File: config.mk
export PLATFORM = sky130hd
export DESIGN_NAME = tbu_queue
export DESIGN_NICKNAME = d
export VERILOG_FILES = /design/src/tbu_pkg.sv /design/src/tbu_queue.sv
export SDC_FILE = /design/constraint.sdc
export NUM_CORES = 1
export LEC_CHECK = 0
export ABC_AREA = 1
export BUFFER_PORTS_ARGS = -buffer_cell sky130_fd_sc_hd__buf_4
export CELL_PAD_IN_SITES_DETAIL_PLACEMENT = 1
export CELL_PAD_IN_SITES_GLOBAL_PLACEMENT = 1
export CORE_AREA = 2 2 258 260
export CTS_BUF_LIST = sky130_fd_sc_hd__clkbuf_4
export CTS_CLUSTER_DIAMETER = 120
export DETAILED_ROUTE_END_ITERATION = 7
export DIE_AREA = 0 0 260 262
export PLACE_DENSITY_LB_ADDON = 0.05
export REMOVE_ABC_BUFFERS = 1
export SYNTH_ARGS = -nofsm -noshare
export SYNTH_HDL_FRONTEND = slang
export SYNTH_SLANG_ARGS = --single-unit
File: constraint.sdc
create_clock -name clk -period 39.5 [get_ports clk]
set_clock_uncertainty 0.15 [all_clocks]
set_input_delay 1.975 -clock clk [delete_from_list [all_inputs] [get_ports clk]]
set_output_delay 1.975 -clock clk [all_outputs]
set_load 0.05 [all_outputs]
File: src/tbu_pkg.sv
`timescale 1ns / 1ps
// Shared types and constants for the triangle tangent/bitangent unit.
// No dependencies; every other file imports this package.
package tbu_pkg;

  localparam int OUT_FRAC_BITS_DEF = 14;
  localparam int QUEUE_DEPTH       = 2;
  localparam int IN_W              = 160;
  localparam int OUT_W             = 96;
  localparam int USER_W            = 3;

  localparam logic [1:0] LAST_CORNER = 2'd2;

  typedef logic signed [32:0] delta_t;

  // One corner as it sits in the slave tdata word, pos_x in the lowest bits.
  typedef struct packed {
    logic [31:0] v;
    logic [31:0] u;
    logic [31:0] z;
    logic [31:0] y;
    logic [31:0] x;
  } corner_t;

  // Edge and texture deltas of one triangle; index 0 is the x component.
  typedef struct packed {
    delta_t [2:0] e1;
    delta_t [2:0] e2;
    delta_t       x1;
    delta_t       x2;
    delta_t       y1;
    delta_t       y2;
  } tbu_tri_t;

  function automatic delta_t sub33(input logic [31:0] a, input logic [31:0] b);
    sub33 = $signed({a[31], a}) - $signed({b[31], b});
  endfunction

endpackage

File: src/tbu_queue.sv
`timescale 1ns / 1ps
// Short queue of triangle records between the front and back ends.
// Depends on tbu_pkg.
module tbu_queue
  import tbu_pkg::*;
(
  input  logic     clk,
  input  logic     rst,
  input  logic     push,
  input  tbu_tri_t push_data,
  output logic     full,
  input  logic     pop,
  output logic     empty,
  output tbu_tri_t head
);

  localparam int PW = $clog2(QUEUE_DEPTH);

  tbu_tri_t     entries [QUEUE_DEPTH];
  logic [PW-1:0] wptr;
  logic [PW-1:0] rptr;
  logic [PW:0]   used;

  assign full  = (used == (PW+1)'(QUEUE_DEPTH));
  assign empty = (used == '0);
  assign head  = entries[rptr];

  always_ff @(posedge clk) begin
    if (rst) begin
      wptr <= '0;
      rptr <= '0;
      used <= '0;
    end else begin
      if (push) begin
        wptr <= wptr + PW'(1);
      end
      if (pop) begin
        rptr <= rptr + PW'(1);
      end
      if (push && !pop) begin
        used <= used + (PW+1)'(1);
      end else if (pop && !push) begin
        used <= used - (PW+1)'(1);
      end
    end
  end

  always_ff @(posedge clk) begin
    if (push) begin
      entries[wptr] <= push_data;
    end
  end

  a_no_overflow: assert property (@(posedge clk) disable iff (rst) push |-> !full || pop)
    else $error("queue written while full");
  a_no_underflow: assert property (@(posedge clk) disable iff (rst) pop |-> !empty)
    else $error("queue read while empty");

endmodule

Yosys cells after proc, flatten, opt, wreduce, memory -nomap -nowiden
Memories as Yosys holds them, arrays and structs flattened. A register that Yosys moved wholly into a read port is not among the register bits.
Cells that the tools add are included.
Cells by class
  add/subtract/negate cells: 4
  multipliers: 0
  divide/modulo/power cells: 0
  $lt $le $gt $ge: 0
  eq/ne operators: 1
  shift operators: 0
  muxes and demuxes: 6
  bitwise logic cells: 0
  reduce and logical (&&, ||, !) cells: 6
Operators by type and width (number)
  $mux W1: 4
  $mux W2: 2
  $add A1 B1 Y1 const B: 2
  $add A2 B1 Y2 const B: 1
  $eq A2 B2 Y1 const B: 1
  $logic_and A1 B1 Y1: 2
  $logic_not A1 Y1: 2
  $logic_not A2 Y1: 1
  $reduce_bool A2 Y1: 1
  $sub A2 B1 Y2 const B: 1
Storage, ports and cells
  register bits: 4
  latch bits: 0
  bits in writable memories: 660
  bits in read-only memories: 0
  input port bits: 334
  output and inout port bits: 332
  word-level logic and storage cells: 21
  memories: 1
Memories
  entries: depth 2, width 330, rd ports 1, clocked after Yosys merged registers in 1, write ports 1, RTL line tbu_queue.sv:19  | tbu_tri_t entries [QUEUE_DEPTH];

Logic depth before layout (Yosys ltp)
  depth in word-level cells: 4
  gate-level depth with buffers: 8
  gate-level depth less buffers: 8

Worst setup path after synthesis
No wires, ideal clock.
  path type: input-to-reg
  start: in push
  end: mem entries[0][0] in the netlist's numbering, enable pin
  setup time: 1.038 ns
  arrival: 15.796 ns
  required time: 38.312 ns
  slack: 22.517 ns
  stages: 2
  path buffers: 0
  cell sequence: inv_1 > nor2_1
On the way
  word-level cells in the longest chain between the ends: 2
RTL lines
  start: declaration: RTL line tbu_queue.sv:9  | input logic push,
  $mux W1: RTL line tbu_queue.sv:49  | if (push) begin
  $mux W1 (not written as such): RTL line tbu_queue.sv:50  | entries[wptr] <= push_data;
  end: declaration: RTL line tbu_queue.sv:19
No other way between the ends.

==> results.json <==
{
  "outcome": "complete, no violations",
  "ys.flop_type": "edfxtp_1",
  "worstPathArrival_ns": 3.56,
  "ioPinCount": 666,
  "synthCells": 1060,
  "die_x_um": 260,
  "fin_area_um2": 33400,
  "maxCapViolations": 0,
  "relSlewSlack_pct": 25.7,
  "cts_setup_buffers": 0,
  "irDropWorstVdd_uv": 24.9,
  "layout.nets": 2209,
  "ant_nets": 0,
  "start_util_pct": 39.2,
  "ys_ff_latch": 665,
  "cts_tree": "built",
  "synthTopCellsByArea": "edfxtp_1 77%, mux2_4 18%, buf_12 2.6%",
  "drive_gt1_share_pct": 64.1,
  "drt_pre_antenna_iters": 4,
  "cts_hold_buffers": 0,
  "finalHoldViolCount": 0,
  "tightest_slew_ns": 1.11,
  "cellLeakagePower_nw": 13.3,
  "cts-htree-levels": 4,
  "synth_common_cells": "660 x edfxtp_1, 300 x mux2_4, 33 x buf_12",
  "drt_iter0_markers": 562,
  "grt_pass1_wl_mm": 93.4,
  "grt_pass1_vias": 14600,
  "wl_per_cell_um": 23.2,
  "worstSkewPairLatency_ns": 0.95,
  "place_congestion": 0.805,
  "finalMaxSlewViolations": 0,
  "drt_wl_total_mm": 66.9,
  "worst-endpoint-required_ns": 37.38,
  "yosys.area.top_type": "edfxtp_1",
  "portBuffers": 665,
  "hold_class": "register to register",
  "cts_buffer_depth": 3,
  "crit_type": "register to primary output",
  "synth_top_area_share_pct": 77.5,
  "grt_usage_pct": 19.2,
  "clk_pin_slew_worst_paths_ns": 0.06,
  "syn_area_um2": 25600,
  "crit_fanout": 61,
  "drc": 0,
  "grt.overflow.total": 0,
  "std_cell_rows": 94,
  "synthMostInstantiatedCell": "edfxtp_1",
  "synthArstFlopShare_pct": 0,
  "antenna_found_initial": 18,
  "clock-sinks": 665,
  "finalCriticalPeriod_ns": 5.68,
  "synth_edf_count": 660,
  "yosysWarnings": 0,
  "dr_total_vias": 13300,
  "fin_tns_setup_ns": 0,
  "cts_resized": 0,
  "critPathCaptureType": "primary output",
  "fin_crit_sh_pct": 14.4,
  "core_um2": 65300,
  "fmax_ghz": 0.176,
  "die_height_um": 262,
  "viasPerCell": 4.61,
  "hpwl_mm": 46.0,
  "placed_cell_area_um2": 31100,
  "grt_start_max_net_pins": 179,
  "cts_root_buf": "clkbuf_4",
  "syn_avg_cell_area_um2": 24.1,
  "power.density_nw_per_um2": 52.7,
  "ys_seq_area_share_pct": 77.9,
  "rsz0062_at_grt": "false",
  "yosysUniqueCellTypes": 17,
  "fp.dieArea_um2": 68100,
  "startpoint_type": "register",
  "setup_viol": 0,
  "area_growth_pct": 30.4,
  "cts_buffers": 175
}
-- cells in the final DEF, fill, tap and decap left out, drive strengths merged --
master,count
clkinvlp,4
dfxtp,5
ha,1
inv,12
diode,10
mux2,330
xnor2,1
o21ai,1
nand2,5
clkbuf,265
nor2,7
clkinv,33
a21oi,1
nand4,1
nor3,1
edfxtp,660
buf,674
bufinv,3
nand3,1
-- through the flow --
stage	hold slack (ns)	util (%)	worst slack (ns)	std cells	power, mW
after floorplan	0.330	-	22.52	1023	1.12
after global placement	0.348	47.6	33.96	2561	1.17
after detailed placement	0.360	47.6	34.01	2561	1.18
after CTS	0.374	51.1	33.55	2869	1.79
after global routing	0.408	51.1	33.51	2875	1.83
final	0.367	51.1	33.82	2879	1.76
-- critical path, stage by stage, from the launching register on --
cell	delay (ns)
dfxtp_4	0.98
buf_4	0.95
mux2_2	0.43
buf_4	0.19
-- metal layers --
layer	GRT usage, %	share of wire (%)	vias up
met4	7.41	2.2	20
met1	18.9	33	6686
li1	-	-	5972
met5	0	0.19	-
met2	33.7	53	489
met3	10.5	11	118
-- worst paths after layout --
check / startpoint / end / slack, ns / depth (start not counted)
worst max-delay path: register / head[321] / 33.82 / 3
worst min-delay path: rptr / rptr / 0.37 / 2
worst max register to register: wptr / entries[1][225] / 35.82 / 4
worst min register to register: rptr / rptr / 0.37 / 2
-- power by group --
| part | leakage (nW) | total (mW) | switching [mW] | internal, mW |
|---|---|---|---|---|
| Combinational | 5.70 | 0.328 | 0.206 | 0.122 |
| Clock | 1.33 | 0.599 | 0.275 | 0.324 |
| Sequential | 6.24 | 0.830 | 0.0114 | 0.819 |
| Total | 13.3 | 1.76 | 0.493 | 1.26 |
-- area by class of cell --
cell class / instances / area, µm²
clock inverters: 43 / 259
inverters: 9 / 41.3
multi-input cells: 349 / 4940
well taps: 864 / 1080
clock buffers: 265 / 1990
diodes: 10 / 25.0
repair buffers: 674 / 5100
flip-flops and latches: 665 / 19900
fillers: 6159 / 31900
-- state kept, by name (all words and copies together) (netlist names), named ones only --
signal	cells
entries	660
used	2
rptr	1
wptr	1
-- logic make-up after synthesis --
kind of cell	Yosys count	share of synthesized area [%]
adders and majority gates	1	0.0489
DFF	665	77.9
AOI/OAI and AO/OA	2	0.0391
muxes	330	18.9
xor gates and xnor gates	1	0.0343
and+or+nand+nor	15	0.240
buffers and inverters	46	2.82
Note: power is estimated with default switching activity, not from simulation.
