`src/tbu_pkg.sv`:
```
`timescale 1ns / 1ps
// Shared types and constants for the triangle tangent/bitangent unit.
// No dependencies; every other file imports this package.
package tbu_pkg;

  localparam int OUT_FRAC_BITS_DEF = 14;
  localparam int QUEUE_DEPTH       = 2;
  localparam int IN_W              = 160;
  localparam int OUT_W             = 96;
  localparam int USER_W            = 3;

  localparam logic [1:0] LAST_CORNER = 2'd2;

  typedef logic signed [32:0] delta_t;

  // One corner as it sits in the slave tdata word, pos_x in the lowest bits.
  typedef struct packed {
    logic [31:0] v;
    logic [31:0] u;
    logic [31:0] z;
    logic [31:0] y;
    logic [31:0] x;
  } corner_t;

  // Edge and texture deltas of one triangle; index 0 is the x component.
  typedef struct packed {
    delta_t [2:0] e1;
    delta_t [2:0] e2;
    delta_t       x1;
    delta_t       x2;
    delta_t       y1;
    delta_t       y2;
  } tbu_tri_t;

  function automatic delta_t sub33(input logic [31:0] a, input logic [31:0] b);
    sub33 = $signed({a[31], a}) - $signed({b[31], b});
  endfunction

endpackage

```
`src/tbu_front.sv`:
```
`timescale 1ns / 1ps
// Front end: takes corners, holds the first two, forms the triangle deltas.
// Depends on tbu_pkg.
module tbu_front
  import tbu_pkg::*;
(
  input  logic            clk,
  input  logic            rst,
  input  logic            s_tvalid,
  output logic            s_tready,
  input  logic [IN_W-1:0] s_tdata,
  output logic            push,
  output tbu_tri_t        push_data,
  input  logic            q_full
);

  logic [1:0] corner_count;
  corner_t    held [2];
  corner_t    cur;
  logic       accept;

  assign cur      = s_tdata;
  // Only the completing corner needs room in the queue.
  assign s_tready = (corner_count != LAST_CORNER) || !q_full;
  assign accept   = s_tvalid && s_tready;
  assign push     = accept && (corner_count == LAST_CORNER);

  always_comb begin
    push_data.e1[0] = sub33(held[1].x, held[0].x);
    push_data.e1[1] = sub33(held[1].y, held[0].y);
    push_data.e1[2] = sub33(held[1].z, held[0].z);
    push_data.e2[0] = sub33(cur.x, held[0].x);
    push_data.e2[1] = sub33(cur.y, held[0].y);
    push_data.e2[2] = sub33(cur.z, held[0].z);
    push_data.x1    = sub33(held[1].u, held[0].u);
    push_data.x2    = sub33(cur.u, held[0].u);
    push_data.y1    = sub33(held[1].v, held[0].v);
    push_data.y2    = sub33(cur.v, held[0].v);
  end

  always_ff @(posedge clk) begin
    if (rst) begin
      corner_count <= '0;
    end else if (accept) begin
      if (corner_count == LAST_CORNER) begin
        corner_count <= '0;
      end else begin
        corner_count <= corner_count + 2'd1;
      end
    end
  end

  always_ff @(posedge clk) begin
    if (accept && corner_count != LAST_CORNER) begin
      held[corner_count[0]] <= cur;
    end
  end

endmodule

```
`config.mk`:
```
export PLATFORM = sky130hd
export DESIGN_NAME = tbu_front
export DESIGN_NICKNAME = d
export VERILOG_FILES = /design/src/tbu_pkg.sv /design/src/tbu_front.sv
export SDC_FILE = /design/constraint.sdc
export NUM_CORES = 1
export LEC_CHECK = 0
export ABC_AREA = 1
export BUFFER_PORTS_ARGS = -buffer_cell sky130_fd_sc_hd__clkbuf_2
export CORE_MARGIN = 10
export CORE_UTILIZATION = 60
export DETAILED_ROUTE_END_ITERATION = 8
export PLACE_DENSITY = 0.83
export SLEW_MARGIN = 20
export SYNTH_ARGS = -nofsm -noshare
export SYNTH_HDL_FRONTEND = slang
export SYNTH_SLANG_ARGS = --single-unit
```
`constraint.sdc`:
```
create_clock -name clk -period 15.3 [get_ports clk]
set_input_delay 2.295 -clock clk [delete_from_list [all_inputs] [get_ports clk]]
set_output_delay 2.295 -clock clk [all_outputs]
set_load 0.005 [all_outputs]
```
Word level (Yosys, flattened, before mapping)
Memory sizes are Yosys's and may differ from the RTL's.
Index checks and enable logic that the tools add are counted.
{"block": "word_totals", "register_bits": 2, "ram_bits": 320, "in_bits": 164, "output_inout_bits": 332, "n_memories": 1}
{"memory": "held", "depth": 2, "width": 160, "rd": 2, "rd_clocked_by_memory_dff": 0, "wr": 1, "line": "tbu_front.sv:18", "source": "corner_t held [2];"}
{"block": "op_classes", "n_addsub": 11, "eq_ne": 2, "muxes": 3, "n_reduce_logical": 5}
{"op": "32-bit by 32-bit subtractor with 33-bit output", "count": 10}
{"op": "1-bit logical AND", "count": 3}
{"op": "2-bit by 1-bit adder with 2-bit output, second input constant", "count": 1}
{"op": "2-bit equality test, second input constant", "count": 1}
{"op": "1-bit two-way mux", "count": 2}
{"op": "2-bit two-way mux", "count": 1}
{"op": "2-bit inequality test, second input constant", "count": 1}
{"op": "1-bit zero test", "count": 1}
{"op": "1-bit logical OR", "count": 1}

Longest topological paths before layout
Gate-level depths: netlist of run 1.
{"block": "logic_depth", "depth_word": 6, "ltp_mapped": 14, "ltp_nobuf": 14}

Worst setup path before layout of run 1
OpenSTA, ideal clock, no wires.
{"block": "synth_path", "kind": "input -> register", "startpoint": "input port s_tvalid", "endpoint": "memory held[0][0] (netlist name) (enable)", "setup_ns": 0.879, "arrival_time_ns": 13.150, "required_ns": 14.421, "setup_slack_ns": 1.271, "cell_stages": 2, "path_buffers": 0, "cell_sequence": "inv_1 nor3_1"}
{"block": "synth_between", "elab_chain_cells": 4}
{"item": "start: declaration", "line": "tbu_front.sv:9", "source": "input logic s_tvalid,"}
{"item": "1-bit logical AND", "line": "tbu_front.sv:25", "source": "assign accept = s_tvalid && s_tready;"}
{"item": "1-bit logical AND", "line": "tbu_front.sv:54", "source": "if (accept && corner_count != LAST_CORNER) begin"}
{"item": "1-bit two-way mux", "line": "tbu_front.sv:54"}
{"item": "1-bit two-way mux (implied by the code)", "line": "tbu_front.sv:55", "source": "held[corner_count[0]] <= cur;"}
{"item": "end: declaration", "line": "tbu_front.sv:18"}
No other way between the ends.

==> results, run 1 <==
- The run finished with clean final reports.
- After layout, the minimum clock period comes to 6.499 ns.
- Setup repair after global routing left no endpoint under its margin.
- Setup slack on the critical path of the routed design comes to 8.801 ns.
- The floorplan core area is 57,700 µm².
- The clock insertion delay at the later pin of the skew report is 0.57 ns.
- The count of boundary I/O pins is 496.
- Port buffering added 495 buffers.
- The count of yosys warnings during synthesis is 0.
- STA puts the critical path data required time at 13.01 ns.
- The first global-routing pass estimated 170.4 mm of wire.
- The synthesized design spends more area on one cell type than any other, namely sky130_fd_sc_hd__edfxtp_1.
- The count of final max-slew check failures came to 0.
- The share of synthesized area in the top cell type comes to 0.2751.
- After detailed routing, the number of vias per cell comes to 5.007.
- The detailed placer's ending HPWL is 93.02 mm.
- The share of layout cells above drive strength 1 is 0.1042.
- The synthesized area divided by synthesized cell count is 6.068 µm².
- Counting every net in the synthesized netlist gives 6,250.
- The H-tree was split into 2 levels.
- The die covers 68,260 µm².
- Counting the fill cells in the layout gives 5,458.
- The routed metal-1 wirelength is 45.08 mm.
- The count of vias placed by the detailed router is 35,500.
- The initial utilization of the core area, before any placement, comes to 0.6054.
- The number of buffers created by CTS is 38.
- The source of the worst register-to-register timing path is corner_count[0].
- The floorplan row count is 88.
- The worst hold path passes through 2 cells.
- The design draws 0.003271 W.
- Yosys mapped the design onto 23 distinct sky130hd cell types.
- After detailed routing, the met2 layer carries 49.54 mm of wire.
- After detailed routing, the average wire length per cell comes to 15.45 µm.
- The top layer used by detailed routing is met5.
- Clock skew on the completed layout was measured at 0.01246 ns.
- In the routed design, unresolved DRC markers number 0.
- The worst setup path is launched from an input port.
- From bottom edge to top edge, the die measures 261.3 µm.
- The total routing resource utilization after global routing is 0.3123.
- STA classifies the critical path endpoint as a primary output.
- Entering global routing, the biggest net connects 76 pins.
- The congestion estimate from routability-driven global placement came to 0.9915.
- The worst pin sits at a relative slew slack of 0.3164.
- The arrival time at the worst endpoint is 4.20 ns.
- The peak clock frequency supported by timing is 153.9 MHz.
- The startpoint of the most critical hold path is corner_count[1].
- Synthesis produced 5,756 cells.
- The die span in x is 261.3 µm.
- The antenna violation net count after detailed routing is 0.
- The number of search-and-repair iterations in the first detailed-routing pass is 8.
- The total wire length is 109.5 mm.
- The path with the worst hold slack has its endpoint at corner_count[1].
- The endpoint of the worst-slack reg-to-reg timing path is held[1][61].
- Counting along the longest clock path gives a buffer depth of 3.
- Of the available clock period, the critical path in the final layout requires 0.4248.
- The start point of the critical path is s_tdata[96].
- The worst hold slack is 0.5222 ns.
- The reg2reg setup slack is 11.70 ns.
- Buffers added to address setup during post-CTS repair amount to 0.
- After routing, the total negative slack on setup checks comes to 0 ns.
- The final number of hold-violating endpoints is 0.
- The setup violation total in the final timing report is 0.
- In the final design database the tool counted 6,783 nets.
- The peak supply drop is 0.08772 mV.
- The violation count after the first detailed-route iteration is 2,972.
- The via count of the first global-routing pass is 32,900.
- The layout-stage area growth over the synthesis result is 13.29%.
- The tool flagged a number of max-cap violations equal to 0.
- The initial antenna violation count came to 21.
- Clock-pin slew was measured on the worst setup and hold paths at 0.05 ns.
- Timing analysis after detailed placement gives a worst setup slack of 8.834 ns.
- The total number of clock tree sinks is 322.
- The worst-margin pin slew is 1.023 ns.
- The buffer type at the clock tree root is sky130_fd_sc_hd__clkbuf_16.
- The post-cts repair resize count is 0.
- The critical-path maximum fanout is 3.
- In this run, synthesis produced a sequential element count of 322.
- The critical path in this run is classified as input port to primary output.
- The worst register-to-register path has a depth of 6.
- In the layout the commonest cells are 2,460 x sky130_fd_sc_hd__nand2_1, 1,430 x sky130_fd_sc_hd__inv_1, 495 x sky130_fd_sc_hd__clkbuf_2.
- Sorting the synthesized cells by area gives the leading types as sky130_fd_sc_hd__edfxtp_1 28%, sky130_fd_sc_hd__nand2_1 26%, sky130_fd_sc_hd__inv_1 15%.
- The library cell used most frequently in the layout, excluding fill and tap cells, is sky130_fd_sc_hd__nand2_1.
- The synthesized area is 34,930 µm².
- The path class of the lowest-slack min-delay path is flop to flop.
- TritonCTS built the clock tree.
- The proportion of synthesized chip area in sequential cells is 0.2763.
- The met3 routed wirelength is 9.803 mm.
- In this run the static leakage power is 25.02 nW.
- For this design the ratio of total power to cell area is 82.67 nW/µm².
- Summed over all layers, the global routing overflow is 0.
- The number of hold buffers added after CTS is 0.
cells in the mapped netlist:
| cell type | number |
|---|---|
| sky130_fd_sc_hd__buf_6 | 2 |
| sky130_fd_sc_hd__xor2_1 | 130 |
| sky130_fd_sc_hd__xnor2_1 | 20 |
| sky130_fd_sc_hd__nor3_1 | 21 |
| sky130_fd_sc_hd__o21bai_1 | 10 |
| sky130_fd_sc_hd__nand3_2 | 13 |
| sky130_fd_sc_hd__nand2_2 | 86 |
| sky130_fd_sc_hd__or3_1 | 1 |
| sky130_fd_sc_hd__ha_1 | 320 |
| sky130_fd_sc_hd__dfxtp_1 | 2 |
| sky130_fd_sc_hd__and2_1 | 20 |
| sky130_fd_sc_hd__nand4_1 | 40 |
| sky130_fd_sc_hd__inv_1 | 1430 |
| sky130_fd_sc_hd__nor2_1 | 416 |
| sky130_fd_sc_hd__a21o_1 | 10 |
| sky130_fd_sc_hd__or2_1 | 10 |
| sky130_fd_sc_hd__a21oi_1 | 204 |
| sky130_fd_sc_hd__nand2_1 | 2460 |
| sky130_fd_sc_hd__a21oi_2 | 5 |
| sky130_fd_sc_hd__buf_4 | 5 |
| sky130_fd_sc_hd__edfxtp_1 | 320 |
| sky130_fd_sc_hd__fa_1 | 10 |
| sky130_fd_sc_hd__nand3_1 | 221 |
state kept, by name, indices dropped and copies added (netlist names):
register and count:
held 320, corner_count 2
worst max-delay path, stage by stage:
cell                       delay (ns)
sky130_fd_sc_hd__clkbuf_2        0.10
sky130_fd_sc_hd__inv_1           0.04
sky130_fd_sc_hd__ha_1            0.22
sky130_fd_sc_hd__fa_1            0.42
sky130_fd_sc_hd__inv_1           0.12
sky130_fd_sc_hd__nand2_1         0.06
sky130_fd_sc_hd__nand2_1         0.08
sky130_fd_sc_hd__nand3_1         0.09
sky130_fd_sc_hd__nand2_2         0.10
sky130_fd_sc_hd__nand2_1         0.07
sky130_fd_sc_hd__nand2_2         0.14
sky130_fd_sc_hd__nand2_1         0.09
sky130_fd_sc_hd__nand2_1         0.06
sky130_fd_sc_hd__nand2_1         0.04
sky130_fd_sc_hd__nand2_1         0.14
sky130_fd_sc_hd__clkbuf_2        0.15
report_power, final:
part | internal (W) | switching, W
combinational | 0.000460 | 0.000875
sequential | 0.00103 | 0.0000136
clock | 0.000518 | 0.000377
total | 0.00201 | 0.00127
cell type report:
class | count | area, µm² | share of cell area
Antenna cell | 13 | 32.53 | 0.0008221
Clock buffer | 46 | 1045 | 0.02640
Clock inverter | 17 | 141.4 | 0.003573
Inverter | 1430 | 5368 | 0.1356
Multi-Input combinational cell | 3997 | 19860 | 0.5020
Sequential cell | 322 | 9649 | 0.2438
Tap cell | 765 | 957.2 | 0.02419
Timing Repair Buffer | 500 | 2515 | 0.06355
routing by layer:
layer | global-route usage | vias up
met1 | 0.3930 | 15660
met5 | 0 | -
li1 | - | 18330
met3 | 0.06497 | 231
met2 | 0.5124 | 1255
met4 | 0.1353 | 24
worst max-delay path by stage:
stage,slack [ns],end,depth (start not counted)
after floorplan,1.27,held[0][0],2
after global placement,8.85,push_data[90],16
after detailed placement,8.83,push_data[90],16
after CTS,8.83,push_data[90],16
after global routing,8.61,push_data[90],16
final,8.80,push_data[90],16
through the flow:
| stage | area [µm²] | std cells | utilization |
|---|---|---|---|
| 6_report | 39570 | 7090 | 0.6859 |
| 5_1_grt | 39560 | 7084 | 0.6856 |
| 4_1_cts | 39540 | 7077 | 0.6853 |
| 3_5_place_dp | 38350 | 7014 | 0.6648 |
| 3_3_place_gp | 38350 | 7014 | 0.6648 |
| 2_1_floorplan | 34930 | 5756 | - |
kinds of logic after synthesis:
kind of cell	count (synthesis)	synth area share
flip-flops	322	0.2763
AND/OR/NAND/NOR	3288	0.3756
adder cells (fa/ha/maj)	330	0.1204
buffers and inverters	1437	0.1554
AO/OA/AOI/OAI	229	0.03478
XOR/XNOR	150	0.03761
Power figures use the tool's default switching activity.
==> inputs of run 2 (changes only) <==
- CORE_UTILIZATION: 60 -> 54
- PLACE_DENSITY: 0.83 -> 0.79
- clock period: 15.3 -> 5.8 ns (I/O delays scaled with it)
==> results, run 2 (synthesized netlist as in run 1, its figures left out) <==
- The net switching share of the total power is 0.3870.
- The library cell contributing the largest single delay on the critical path is sky130_fd_sc_hd__fa_1.
- The number of setup buffers added after CTS is 0.
- The peak supply drop is 0.2573 mV.
- The final number of hold-violating endpoints is 0.
- Along the worst path, the maximum fanout reaches 3.
- The count of vias placed by the detailed router is 35,270.
- The multi-input logic area is 19,870 µm².
- For this design the ratio of total power to cell area is 221.4 nW/µm².
- The final core area utilization is 0.6196.
- The min-delay analysis places its worst path in the category input port to flop.
- The flow ran to the end, and the final reports show no timing, DRC or antenna violations.
- For this design the total switching power over the nets is 0.003409 W.
- The share of total power dissipated in combinational logic is 0.404.
- The total number of clock tree sinks is 322.
- The share of total power dissipated in sequential elements is 0.312.
- The smallest clock period supported by the final layout is computed as 3.692 ns.
- The H-tree depth is 2.
- The global-route wire length before repair is 174.0 mm.
- The net count of the finished layout is 6,780.
- Setup repair after global routing left no endpoint under its margin.
- The count of final max-slew check failures was 0.
- The overall power after layout is 0.008810 W.
- Cell internal power was estimated by the tool at 0.005401 W.
- Across every metal layer, demand over resource in global routing totals 0.2904.
- The worst-case clock skew is 0.01971 ns.
- The setup violation total in the final timing report is 0.
- In this run the core area contains 93 standard-cell rows.
- The library cell used most frequently in the layout, excluding fill and tap cells, is sky130_fd_sc_hd__nand2_1.
- The worst-margin pin slew is 1.070 ns.
- The library cells used most frequently in the layout, excluding fill and tap cells, are 2,460 x sky130_fd_sc_hd__nand2_1, 1,430 x sky130_fd_sc_hd__inv_1, 495 x sky130_fd_sc_hd__clkbuf_2.
- The average routed wire per standard cell is 15.71 µm.
- The buffer type at the clock tree root is sky130_fd_sc_hd__clkbuf_16.
- The clock tree from TritonCTS is built.
- In the global route stage, met2 resource usage came out at 0.4804.
- The fraction of met3 tracks used by global routing is 0.04966.
- The detailed-route DRC error count is 0.
- STA classifies the critical path startpoint as a flop.
- The initial antenna violation count is 24.
- At the end of routability-driven placement, the weighted congestion stood at 0.9835.
- After clock tree synthesis, the repair step resized 0 gates.
- Counting stages on the worst path, the most repeated cell is sky130_fd_sc_hd__nand2_1.
- Clock tree synthesis inserted a total of 38 buffers.
- The count of boundary I/O pins is 496.
- The filler cells instantiated in the layout total 6,271.
- The critical path buffer and inverter count is 2.
- The register with the most flip-flops in the layout has 320 of them.
- The vertical die dimension is 274.3 µm.
- The core region is 64,230 µm².
- Dividing the final minimum period by the clock period gives 0.6366.
- The kind of cell adding the most delay to the critical path is adder cells.
- The share of layout cells above drive strength 1 is 0.1048.
- The classification of the worst setup path is flop to primary output.
- The die span in x is 274.3 µm.
- The number of vias per cell after detailed routing is 4.907.
- The worst setup path is captured at a primary output.
- The final setup TNS is 0 ns.
- In this run the remaining antenna-violating nets after routing total 0.
- The HPWL after detailed placement is 95.48 mm.
- The largest net degree at the start of global routing is 161.
- From synthesis to final layout, the design area changed by 13.95%.
- At the worst endpoint, the required time is 4.93 ns.
- For this run, the slowest stage of the critical path takes 0.41 ns.
- Timing would allow up to 270.8 MHz.
- The area of placed instances is 38,470 µm².
- The global-route met1 utilization is 0.3773.
- Across the run, the number of max-cap violations was 0.
- The initial core utilization is 0.5438.
- The most congested layer reported by global routing is met2.
- The worst slew slack as a fraction of its limit is 0.2870.
- Walking the worst path, the cells encountered are ha_1 > fa_1 > inv_1 > nand2_1 > nand2_1 > nand3_1 > nand2_2 > nand2_1 > nand2_2 > xor2_1 > clkbuf_2.
- The first routing iteration left 2,891 violations.
- The first TritonRoute pass finished after 6 iterations.
- In this run, post-CTS hold repair placed 0 buffers.
- The arrival time at the worst endpoint is 2.82 ns.
- Summed over all cells, the static leakage comes to 25.06 nW.
- The overall die area is 75,250 µm².
- Summing all non-filler instances in the final layout gives an area of 39,800 µm².
- The maximum clock insertion buffer count is 3.
- For this run the aggregate overflow at the end of global routing stands at 0.
- The storage element area is 9649 µm².
- The clock power share is 0.285.
- The clock insertion delay at the later pin of the skew report is 0.57 ns.
- Buffers placed on the I/O ports in this run total 495.
- The CTS clock-pin slew for the worst setup and hold paths is 0.07 ns.
- The via count of the first global-routing pass came to 32,610.
- After detailed routing, the total wire length is 112.9 mm.
## run 2: cell count changes in the layout (fill, tap and decap cells not counted), moves of 2 or more
cell / change
sky130_fd_sc_hd__buf_12: +2
sky130_fd_sc_hd__buf_4: -5
sky130_fd_sc_hd__bufinv_16: +2
sky130_fd_sc_hd__clkinvlp_4: +2
sky130_fd_sc_hd__diode_2: +4
## run 2: final cells by class
class,count,share of cell area
flip-flops and latches,322,0.2424
well taps,855,0.02688
multi-input cells,3997,0.4992
repair buffers,497,0.06325
clock buffers,46,0.02625
inverters,1430,0.1349
clock inverters,24,0.006004
diodes,17,0.001069
## run 2: per-layer routing
metal	share of wire	vias to the layer above	routed length [µm]
met5	0.00071	-	80
met4	0.036	14	4030
met3	0.083	189	9383
met2	0.45	1184	51080
met1	0.43	15560	48320
li1	-	18320	-
## run 2: stage by stage
step | worst slack (ns) | hold slack (ns) | std cells
after detailed placement | 2.152 | 0.5289 | 7101
final | 2.108 | 0.4666 | 7188
after global routing | 1.887 | 0.4725 | 7181
after CTS | 2.075 | 0.4344 | 7171
after floorplan | 0.1081 | 0.5054 | 5756
after global placement | 2.173 | 0.5279 | 7101
## run 2: final timing paths
path,startpoint,endpoint,slack (ns),cells after the start
worst max-delay path,held[0][64],push_data[313],2.11,11
worst min-delay path,rst,corner_count[1],0.47,2
worst max register to register,corner_count[1],held[0][65],3.59,2
worst min register to register,corner_count[1],corner_count[1],0.54,2
## run 2: power groups by stage
stage	combinational, W	clock [W]	sequential, W
finish	0.00356	0.00251	0.00275
global placement	0.00348	0	0.00279
CTS	0.00353	0.00255	0.00275
detailed placement	0.00351	0	0.00279
floorplan	0.00214	0	0.00280
global route	0.00396	0.00264	0.00276
